**src/design/kwrp_ram.sv**
```systemverilog
// ----------------------------------------------------------------------------
// kwrp_ram
// generic single port ram with registered read
// ----------------------------------------------------------------------------
`default_nettype none
module kwrp_ram #(
  parameter int WIDTH = 32,
  parameter int DEPTH = 64
) (
  input  wire logic                     clk,
  input  wire logic                     we,
  input  wire logic [$clog2(DEPTH)-1:0] addr,
  input  wire logic [WIDTH-1:0]         wdata,
  output logic      [WIDTH-1:0]         rdata
);
  logic [WIDTH-1:0] mem [DEPTH];
  always_ff @(posedge clk) begin
    if (we) begin
      mem[addr] <= wdata;
    end
    rdata <= mem[addr];
  end
endmodule
`default_nettype wire

```
**config.mk**
```make
export PLATFORM = sky130hd
export DESIGN_NAME = kwrp_ram
export DESIGN_NICKNAME = d
export VERILOG_FILES = /design/src/design/kwrp_ram.sv
export SDC_FILE = /design/constraint.sdc
export NUM_CORES = 2
export LEC_CHECK = 0
export ABC_CLOCK_PERIOD_IN_PS = 10100
export BUFFER_PORTS_ARGS = -buffer_cell sky130_fd_sc_hd__clkbuf_2
export CAP_MARGIN = 20
export CELL_PAD_IN_SITES_DETAIL_PLACEMENT = 1
export CELL_PAD_IN_SITES_GLOBAL_PLACEMENT = 1
export CORE_UTILIZATION = 55
export DETAILED_ROUTE_END_ITERATION = 10
export GPL_TIMING_DRIVEN = 0
export PLACE_DENSITY_LB_ADDON = 0.15
export SYNTH_ARGS = -nofsm -noshare
export SYNTH_HDL_FRONTEND = slang
export SYNTH_SLANG_ARGS = --single-unit
```
**constraint.sdc**
```tcl
create_clock -name clk -period 10.1 [get_ports clk]
set_clock_uncertainty 0.15 [all_clocks]
set_input_delay 0.505 -clock clk [delete_from_list [all_inputs] [get_ports clk]]
set_output_delay 0.505 -clock clk [all_outputs]
set_load 0.03 [all_outputs]
```
; ---- After elaboration in Yosys (flattened, before gate mapping)
; Memory sizes are Yosys's and may differ from the RTL's. A register that Yosys moved wholly into a read port is not among the register bits.
; Cells that the tools add are included.
[totals]
ff_bits = 0
latch_bits = 0
ram_bits = 2048
romBits = 0
input_bits = 40
output_inout_bits = 32
word_cells = 3
mem_count = 1
[mem_list]
columns = name, words, word_bits, rd, rd_clocked_by_memory_dff, wr, line
row1 = mem, 64, 32, 1, 1, 1, 16  ; logic [WIDTH-1:0] mem [DEPTH];
[classes]
add_sub_neg = 0
multipliers = 0
div_mod_pow = 0
magnitude_cmp = 0
n_eq_ne = 0
n_shift = 0
mux = 2
bitwise = 0
reduce_logical = 0
[ops]
columns = op, n
row1 = $mux W1, 2

; ---- Depth between registers and ports, before layout
[logic_depth]
word_depth = 2
mapped_depth = 13
depth_no_buf = 6

; ---- Worst setup path before layout
; Ideal clock, no wire load.
[synth_timing]
kind = input port to flip-flop
start = in addr[2]
end = mem mem[15][0], enable pin
setup_time_ps = 421
t_arrival_ps = 3323
required_time_ps = 9529
path_slack_ps = 6206
cell_stages = 8
n_path_buf = 6
path_cell_list = buf_2 buf_2 buf_2 buf_2 buf_2 buf_2 nand3_1 nor2_1
[synth_rtl]
columns = element, line
row1 = from (decl), 12  ; input wire logic [$clog2(DEPTH)-1:0] addr,
row2 = to (decl), 16
; No word-level cell before the write port.

; ---- Final worst setup path
[layout_timing]
start = in addr[2]
end = mem mem[54][7], enable pin
; No word-level cell before the write port.

==> metrics.md <==
| Metric | Value |
|---|---|
| Num CTS Buffers | `204` |
| Avg Vias per Cell | `between 7 and 8` |
| Drt wl/cell | `38.77 um` |
| Fin. max-slew vios | `0` |
| Async SR Flop Fraction | `0` |
| Setup WS post-layout | `4976 ps` |
| Minimum clock period | `5124 ps` |
| HP Class | `input port to register` |
| Worst Path Arrival | `5510 ps` |
| Hpwl dp | `roughly 170000 um` |
| Fmax | `195.2 MHz` |
| Setup_tns | `0 ps` |
| Combinational share of power | `0.063` |
| P_int | `0.01394 W` |
| R2r setup slk | `~6900 ps` |
| Max Cap Viol | `0` |
| Largest fanout on the critical path | `19` |
| Placement Setup Slack | `4351 ps` |
| Clk pin slew, worst setup/hold paths | `60 ps` |
| Final net count | `4660` |
| Final GP Congestion | `0.9504` |
| Worst Hold Slack | `26.88 ps` |
| Total track usage | `0.3552` |
| Crit path kind | `input port to register` |
| Synth Flop Type | `edfxtp_1` |
| Share of cells above drive strength 1 | `0.1768` |
| Cell Area, Synth | `around 0.079 mm^2` |
| Syn Area/Cell | `18.62 um^2` |
| Post-synthesis cell count | `around 4200` |
| Post-synthesis sequential area ratio | `0.7873` |
| Starting Density | `0.5561` |
| Die area | `0.1450 mm^2` |
| Yosys warns | `0` |
| Reg2Reg Depth | `5` |
| R2R Path End | `rdata[8]` |
| Hold Path Stages | `2` |
| Number of flops mapped to enable cells by yosys | `2048` |
| Fin util | `0.6385` |
| Final Cell Area | `slightly above 0.09 mm^2` |
| Worst-Skew Late Latency | `860 ps` |
| Unrepaired setup endpoints after global routing | `false` |
| Setup-failing EPs final | `0` |
| Outcome | `completed` |
| Crit. End Element | `register` |
| Register share of total power | `0.532` |
| # IOs | `72` |
| GR Overflow Total | `0` |
| P_sw | `0.004090 W` |
| Initial antenna violation count | `35` |
| CORE AREA | `0.1419 mm^2` |
| Root buf cell | `clkbuf_16` |
| Synth Register Bits | `2080` |
| Clock Tree Buf Depth | `3` |
| Relative slew slack | `0.1024` |
| First-pass GRT wire length | `approximately 360000 um` |
| Cell variety after synth | `56` |
| Final ANT Viol Nets | `0` |
| Initial DRC count | `7526` |
| Vias in the first global route | `46986` |
| Port-buffer cells | `70` |
| Die width | `380.8 um` |
| DRC | `0` |
| # fillers | `11917` |
| Worst vdd ir | `0.2180 mV` |
| Net Sw Frac | `0.2269` |
| First-pass DRT Iterations | `6` |
| Startpoint Class | `input port` |
| Synthesized Nets | `4279` |
| Layout area overhead | `14.82%` |
| R2r startpoint | `mem[55][8]` |
| Cell Pwr Density | `198.9 mW/mm^2` |
| Number of clock sinks | `2080` |
| Hold EP | `mem[38][15]` |
| Final period utilization | `0.5073` |
| Die Y | `380.8 um` |
| H-tree levels | `4` |
| Worst hold start | `wdata[15]` |
| CTS tree | `done` |
| Required @ worst endpoint | `around 10000 ps` |
| Core Rows | `roughly 140` |
| Largest net degree at the start of global routing | `65` |
| Worst-Margin Slew | `around 1300 ps` |
| Cell Area, Placed | `0.08411 mm^2` |
| Final wirelength | `roughly 260000 um` |
| Routed vias | `46827` |
| Clk pwr share | `0.406` |
| Hold Fails Final Rpt | `0` |
| Leakage | `29.17 nW` |
synth_stat cells, types with 66 or more instances:
library cell     n  area [um^2]
o22ai_1         93        581.8
clkbuf_1       168        630.6
a22o_1          66        578.1
o22a_1          70        613.1
and3_1          85        531.8
edfxtp_1      2048        61500
a221oi_1       175         1533
mux4_2          96         2162
o21ai_0         84        420.4
mux2_2         147         1655
mux2i_1        259         2592
nor2_1         145        544.3
buf_2           83        415.4
a21oi_1        121        605.6
a22oi_1        188         1411
area by class of cell:
class / count / area (um^2) / share of cell area
Sequential cell: 2080 / 62140 / 0.6857
Multi-Input combinational cell: 1859 / 15950 / 0.1760
Clock buffer: 265 / 5468 / 0.06033
Timing Repair Buffer: 175 / 2554 / 0.02818
Tap cell: 1890 / 2365 / 0.02609
Buffer: 298 / 1320 / 0.01457
Clock inverter: 106 / 800.8 / 0.008836
Antenna cell: 8 / 20.02 / 0.0002209
Inverter: 2 / 7.507 / 0.00008284
how the worst max path moves through the flow:
stage	start	end	cells after the start
6_report	addr[2]	mem[54][7]	10
5_1_grt	addr[2]	mem[54][13]	10
4_1_cts	addr[2]	mem[54][7]	10
3_5_place_dp	addr[2]	mem[54][13]	10
3_3_place_gp	addr[2]	mem[53][13]	9
2_1_floorplan	addr[2]	mem[15][0]	8
flip-flops by register name, indices dropped and copies added, names as in the netlist:
register  cells
mem        2048
rdata        32
power groups by stage:
| stage | registers, W | logic (W) | clock network (W) |
|---|---|---|---|
| after CTS | 0.00958 | 0.00109 | 0.00732 |
| after global routing | 0.00958 | 0.00115 | 0.00759 |
| after detailed placement | 0.00977 | 0.00108 | 0 |
| final | 0.00958 | 0.00113 | 0.00731 |
| after global placement | 0.00977 | 0.00101 | 0 |
| after floorplan | 0.00980 | 0.000457 | 0 |
per-layer routing:
metal | part of all wire | vias to the layer above | global-route usage
met5 | 0.00050 | - | 0
met4 | 0.047 | 20 | 0.1537
met3 | 0.12 | 670 | 0.09528
met2 | 0.46 | 3387 | 0.5391
met1 | 0.38 | 24326 | 0.4872
li1 | - | 18424 | -
critical path: stages:
cell	delay, ps
clkbuf_2	160
buf_2	250
buf_2	510
buf_2	390
buf_2	430
buf_2	550
buf_2	400
nand3_1	850
nor2_4	1140
buf_16	240
kinds of logic after synthesis:
family | after synthesis | synth area share
AOI/OAI and AO/OA | 933 | 0.08662
DFF | 2080 | 0.7873
muxes | 502 | 0.08121
and+or+nand+nor | 424 | 0.02806
buffers and inverters | 300 | 0.01682
cells in the final DEF (no fill, tap or decap), types with 20 or more instances in the layout:
cell type  instances
edfxtp_1        2048
mux2i_1          259
clkbuf_1         219
clkbuf_16        207
a22oi_1          188
a221oi_1         175
mux2_2           147
a21oi_1          121
mux4_2            96
o22ai_1           93
buf_2             85
and3_1            85
o21ai_0           84
nor2_1            81
o22a_1            70
a22o_1            66
nor2_4            64
clkbuf_2          55
nand3_1           54
buf_12            53
clkinv_1          47
a31oi_1           43
buf_1             37
clkinv_2          35
buf_16            35
dfxtp_1           32
nand2_1           28
nor3_1            20
per-stage QoR:
stage | instances | total power [W]
6_report | 6683 | 0.01803
3_3_place_gp | 6199 | 0.01078
5_1_grt | 6679 | 0.01833
2_1_floorplan | 4239 | 0.01026
3_5_place_dp | 6288 | 0.01085
4_1_cts | 6661 | 0.01800
repair_timing:
action / CTS / global route
setup buffers: 0 / 0
gates resized for setup: 0 / 0
hold buffers: 2 / 3
hold endpoints to repair: 9 / 28
Note: power is estimated with default switching activity, not from simulation.
