File: src/design/kwrp_pkg.sv
// ----------------------------------------------------------------------------
// kwrp_pkg
// shared types and constants of the weighted pick unit
// ----------------------------------------------------------------------------
`default_nettype none
package kwrp_pkg;
  localparam int MAX_TABLES = 64;
  localparam int MAX_ENTRIES = 16;
  localparam int TW = $clog2(MAX_TABLES);
  localparam int EW = $clog2(MAX_ENTRIES);
  localparam int AW = TW + EW;
  localparam int CW = TW + 1;
  localparam int NW = EW + 1;
  localparam int HDR_W = 64 + NW;

  localparam logic [1:0] FUNC_HEADER = 2'd0;
  localparam logic [1:0] FUNC_ENTRY  = 2'd1;
  localparam logic [1:0] FUNC_ROLL   = 2'd2;

  localparam logic [2:0] ST_TAKEN    = 3'd0;
  localparam logic [2:0] ST_PICKED   = 3'd1;
  localparam logic [2:0] ST_NO_TABLE = 3'd2;
  localparam logic [2:0] ST_ZERO_SUM = 3'd3;
  localparam logic [2:0] ST_FULL     = 3'd4;

  typedef struct packed {
    logic        start;
    logic [31:0] dividend;
    logic [31:0] divisor;
  } div_req_t;
endpackage
`default_nettype wire

File: src/design/kwrp_mod.sv
// ----------------------------------------------------------------------------
// kwrp_mod
// serial 32-bit remainder, one bit per cycle
// ----------------------------------------------------------------------------
`default_nettype none
module kwrp_mod (
  input  wire logic              clk,
  input  wire logic              rst_n,
  input  kwrp_pkg::div_req_t     req,
  output logic                   done,
  output logic [31:0]            rem
);
  import kwrp_pkg::*;
  logic [31:0] q_r, q_nxt, d_r, d_nxt;
  logic [32:0] r_r, r_nxt, sh;
  logic [5:0]  cnt_r, cnt_nxt;
  logic        busy_r, busy_nxt, done_r, done_nxt;

  always_comb begin
    q_nxt = q_r;
    d_nxt = d_r;
    r_nxt = r_r;
    cnt_nxt = cnt_r;
    busy_nxt = busy_r;
    done_nxt = 1'b0;
    sh = {r_r[31:0], q_r[31]};
    if (req.start) begin
      q_nxt = req.dividend;
      d_nxt = req.divisor;
      r_nxt = '0;
      cnt_nxt = 6'd32;
      busy_nxt = 1'b1;
    end else if (busy_r) begin
      q_nxt = {q_r[30:0], 1'b0};
      r_nxt = (sh >= {1'b0, d_r}) ? sh - {1'b0, d_r} : sh;
      cnt_nxt = cnt_r - 6'd1;
      if (cnt_r == 6'd1) begin
        busy_nxt = 1'b0;
        done_nxt = 1'b1;
      end
    end
  end

  always_ff @(posedge clk) begin
    if (!rst_n) begin
      busy_r <= 1'b0;
      done_r <= 1'b0;
      cnt_r <= '0;
    end else begin
      busy_r <= busy_nxt;
      done_r <= done_nxt;
      cnt_r <= cnt_nxt;
    end
    q_r <= q_nxt;
    d_r <= d_nxt;
    r_r <= r_nxt;
  end

  assign done = done_r;
  assign rem = r_r[31:0];
endmodule
`default_nettype wire

File: config.mk
export PLATFORM = sky130hd
export DESIGN_NAME = kwrp_mod
export DESIGN_NICKNAME = d
export VERILOG_FILES = /design/src/design/kwrp_pkg.sv /design/src/design/kwrp_mod.sv
export SDC_FILE = /design/constraint.sdc
export NUM_CORES = 1
export LEC_CHECK = 0
export BUFFER_PORTS_ARGS = -buffer_cell sky130_fd_sc_hd__buf_2
export CAP_MARGIN = 10
export CELL_PAD_IN_SITES_DETAIL_PLACEMENT = 2
export CELL_PAD_IN_SITES_GLOBAL_PLACEMENT = 2
export CORE_ASPECT_RATIO = 0.75
export CORE_MARGIN = 2
export CORE_UTILIZATION = 36
export DETAILED_ROUTE_END_ITERATION = 6
export PLACE_DENSITY_LB_ADDON = 0.1
export SLEW_MARGIN = 20
export SYNTH_ARGS = -nofsm -noshare
export SYNTH_HDL_FRONTEND = slang
export SYNTH_SLANG_ARGS = --single-unit
File: constraint.sdc
create_clock -name clk -period 3.35 [get_ports clk]
set_clock_uncertainty 0.2 [all_clocks]
set_input_delay 0.5025 -clock clk [delete_from_list [all_inputs] [get_ports clk]]
set_output_delay 0.5025 -clock clk [all_outputs]
set_load 0.01 [all_outputs]
# Word level (Yosys, flattened, before mapping)
# Cells that the tools add are included.
totals:
  regBits: 104
  word_cells: 25
  inputBits: 67
  out_inout_bits: 33
classes:
  n_reduce_logical: 3
  n_lt_le_gt_ge: 1
  muxes: 9
  eq_ne: 1
  n_addsub: 2
  bitwise_logic: 2
op_table:
  columns: ["operator", "count"]
  rows:
  - ["32-bit two-way mux", 3]
  - ["33-bit by 32-bit >= comparator with 1-bit output", 1]
  - ["32-bit subtractor", 1]
  - ["6-bit two-way mux", 2]
  - ["6-bit by 1-bit == test with 1-bit output (second input constant)", 1]
  - ["6-bit by 1-bit subtractor with 6-bit output (second input constant)", 1]
  - ["1-bit two-way mux", 4]
  - ["3-bit OR reduction", 1]
  - ["1-bit inverter", 2]
  - ["2-bit nonzero test", 1]
  - ["2-bit OR reduction", 1]

# Logic depth before layout (Yosys ltp)
depth:
  depth_word: 4
  depth_mapped: 13
  ltp_nobuf: 13

# Least setup slack after synthesis
# No wires, ideal clock.
synth_timing:
  path_type: "flip-flop to flip-flop"
  start: "register q_r[31]"
  end: "register r_r[30]"
  path_stages_with_launch: 14
  period_less_slack_ps: 2952
  path_buffers: 0
  arrival_ps: 2678
  slack_ps: 398
  t_required_ps: 3077
  setup_ps: 73
  cell_sequence: "edfxtp_1 -> inv_1 -> ha_1 -> inv_1 -> fa_1 -> a21oi_1 -> or2_1 -> a211o_1 -> a31oi_4 -> a221oi_4 -> o41ai_2 -> o21a_1 -> o311a_1 -> nor3_2"
synth_between:
  elab_chain_len: 2
  word_cells_on_any_way: 3
  cone_classes: "add/sub: 1; order compare: 1; mux: 1"
synth_rtl:
  columns: ["item", "line_no", "text"]
  rows:
  - ["start: declaration", "kwrp_mod.sv:14", "logic [31:0] q_r, q_nxt, d_r, d_nxt;"]
  - ["start signal: assignment", "kwrp_mod.sv:54", "q_r <= q_nxt;"]
  - ["32-bit subtractor or 33-bit by 32-bit >= comparator with 1-bit output (tied branches)", "kwrp_mod.sv:35", "r_nxt = (sh >= {1'b0, d_r}) ? sh - {1'b0, d_r} : sh;"]
  - ["32-bit two-way mux (*)", "kwrp_mod.sv:35", null]
  - ["end signal: assignment", "kwrp_mod.sv:56", "r_r <= r_nxt;"]
  - ["end: declaration", "kwrp_mod.sv:15", "logic [32:0] r_r, r_nxt, sh;"]
# Every way passes the cells marked *; elsewhere a longest branch is shown, timed or not.
# A chain may end at the register's enable or synchronous reset.

# Final worst setup path
# Same ends and word-level chain as after synthesis.

==> reports/results.tsv <==
metric	value	unit
final hold violation count	0	
IO buf count	99	
Avg Cell Area, Syn	10.2	um2
first-pass GRT wire length	27100	um
Worst-path clk slew	0.09	ns
register bit total from synthesis	104	
final worst slack	0.165	ns
crit share post-route	0.951	
Layout Nets	774	
vias in the first global route	5126	
share of the synthesized area in the top cell type	0.327	
Max transition margin	0.595	
fmax	314	MHz
H-tree levels	3	
Skew-Pair Late Insertion Delay	0.37	ns
reg-to-reg endpoint	r_r[30]	
P per Cell Area	509	nW/um2
core area	16000	um2
grt ovf	0	
Pre-antenna DRT Iters	4	
FFs w/ async S/R, synth	0	
count leader, synth	nor2_1	
antenna cells	0	
total leakage power	3.05	nW
Reg area	2720	um2
All-Layer GR Usage	0.200	
wire length per cell	18.7	um
Cells after Synth	577	
WP data required	3.46	ns
RR Startpoint	q_r[31]	
unrepaired setup endpoints after global routing	true	
pin count of the biggest net entering global routing	56	
Filler Cell Count	1734	
Antenna Nets Post-Route	0	
initial antenna violation count	0	
synthesis warning total	0	
final worst path period need	3.18	ns
Area Growth Syn to Fin	18.8	%
CTS Buf Count	9	
Initial Util	0.367	
hold endpoint	d_r[26]	
R2R setup slack	0.17	ns
Slew Limit Fails	0	
clk sink count	104	
synth unique cells	61	
Post-Place Setup Slack	0.0750	ns
Post-Route WL	16600	um
total power	0.00356	W
Synth area leader	edfxtp_1	
Mapped Nets	679	
synth cell count leaders	nor2_1, edfxtp_1, a21oi_1, inv_1, dfxtp_1	
# rows	40	
die width	152	um
Critical Path Fanout Max	3	
Die ar.	17400	um2
hold path start	req[26]	
Slew @ Worst Pin	0.608	ns
die height	115	um
Final Core Density	0.436	
maximum VDD drop	0.233	mV
critical path class	register to register	
Worst Reg-to-Reg Cells	13	
HPWL after detailed placement	12400	um
Post-synth EDFFs	64	
Worst setup EP type	register	
top cells by area, synth	edfxtp_1, dfxtp_1, ha_1	
Starting DRT DRC Count	147	
status	complete, no violations	
Vias	4659	
clk buf depth	2	
number of setup violations in the final report	0	
root buffer cell	clkbuf_16	
Startpoint Class	register	
Hold Path Class	input port to register	
Top-Level Pins	100	
fraction of layout cells with a size suffix above 1	0.261	
CTS tree	built	
crit path DAT	3.29	ns
post-synthesis cell area	5880	um2
vias per inst	5.25	
drt drc	0	
Post-synth top flop	edfxtp_1	
WHS	0.0969	ns
worst hold stages	1	
Placer Congestion	0.764	
number of max-cap violations	0	
Multi-input gate area	2910	um2
sequential share of the synthesized area	0.463	
## sequential cells by signal, indices dropped and copies added (netlist names)
signal	flops
q_r	32
d_r	32
cnt_r	6
done	1
busy_r	1
r_r	32
## area by class of cell
class,instances,area share
well taps,210,0.0376
flip-flops and latches,104,0.390
multi-input cells,402,0.417
inverters,45,0.0242
clock inverters,7,0.0138
repair buffers,110,0.0849
clock buffers,9,0.0323
## what timing repair did
action | CTS | global route
buffers inserted | 0 | 1
pin swaps | 0 | 2
resized for setup | 1 | 6
endpoints found under the hold margin | 0 | 0
hold buffers | 0 | 0
setup endpoints to repair | 1 | 16
## critical path: stages, from the launching register on
cell      delay [ns]
edfxtp_1        0.41
inv_1           0.08
ha_1            0.15
inv_1           0.06
fa_2            0.37
a21oi_2         0.17
or2_1           0.14
a211o_1         0.21
a31oi_4         0.14
a221oi_4        0.38
o41ai_2         0.14
o21a_1          0.19
o311a_1         0.34
nor3_2          0.15
## where the power goes
part | switching, W | leakage (nW) | total (W) | internal [W]
sequential | 0.0000656 | 0.964 | 0.00155 | 0.00148
combinational | 0.000504 | 1.93 | 0.000862 | 0.000359
clock | 0.000594 | 0.156 | 0.00115 | 0.000552
## metal layers
metal | vias to the layer above | track usage | wire length (um)
met5 | - | 0 | 0
met4 | 0 | 0.0463 | 159
met3 | 10 | 0.0450 | 658
met2 | 67 | 0.335 | 7700
met1 | 2294 | 0.265 | 8070
li1 | 2288 | - | -
## logic make-up (layout without fill, tap and decap cells)
family | count (synthesis) | count (layout) | share of synthesized area
and+or+nand+nor | 153 | 153 | 0.121
AOI/OAI and AO/OA | 145 | 145 | 0.173
DFF | 104 | 104 | 0.463
buffers and inverters | 71 | 171 | 0.0488
muxes | 40 | 40 | 0.0747
adders and majority gates | 35 | 35 | 0.0758
xor gates and xnor gates | 29 | 29 | 0.0432
## cells in the final DEF (no fill, tap or decap), types with 5 or more instances in the layout
cell type	instances
buf_4	11
nand2b_1	6
a21o_1	13
a21oi_1	44
and3_1	5
clkbuf_16	9
dfxtp_1	39
mux2_2	31
a211oi_1	23
xnor2_1	14
nand2_1	28
nor3_1	10
mux2i_1	9
xor2_1	15
buf_2	98
o211ai_1	8
nor2_1	68
o21ai_0	14
ha_1	34
nand4_1	8
edfxtp_1	64
nand3_1	9
inv_1	45
## per-stage QoR
step	instance area [um2]	std cells	TNS (ns)
after floorplan	5880	577	0
after global placement	6620	870	0
after CTS	6940	886	0
final	6980	887	0
after global routing	6980	887	-0.0316
after detailed placement	6620	870	0
## worst max path at each step
stage / slack (ns) / endpoint / depth (start not counted) / from
floorplan: 0.40 / r_r[30] / 13 / q_r[31]
global placement: 0.16 / r_r[31] / 11 / d_r[4]
detailed placement: 0.08 / r_r[31] / 10 / r_r[3]
CTS: 0.04 / r_r[31] / 11 / d_r[4]
global route: -0.03 / r_r[30] / 13 / q_r[31]
finish: 0.17 / r_r[30] / 13 / q_r[31]
Power figures use the tool's default switching activity.
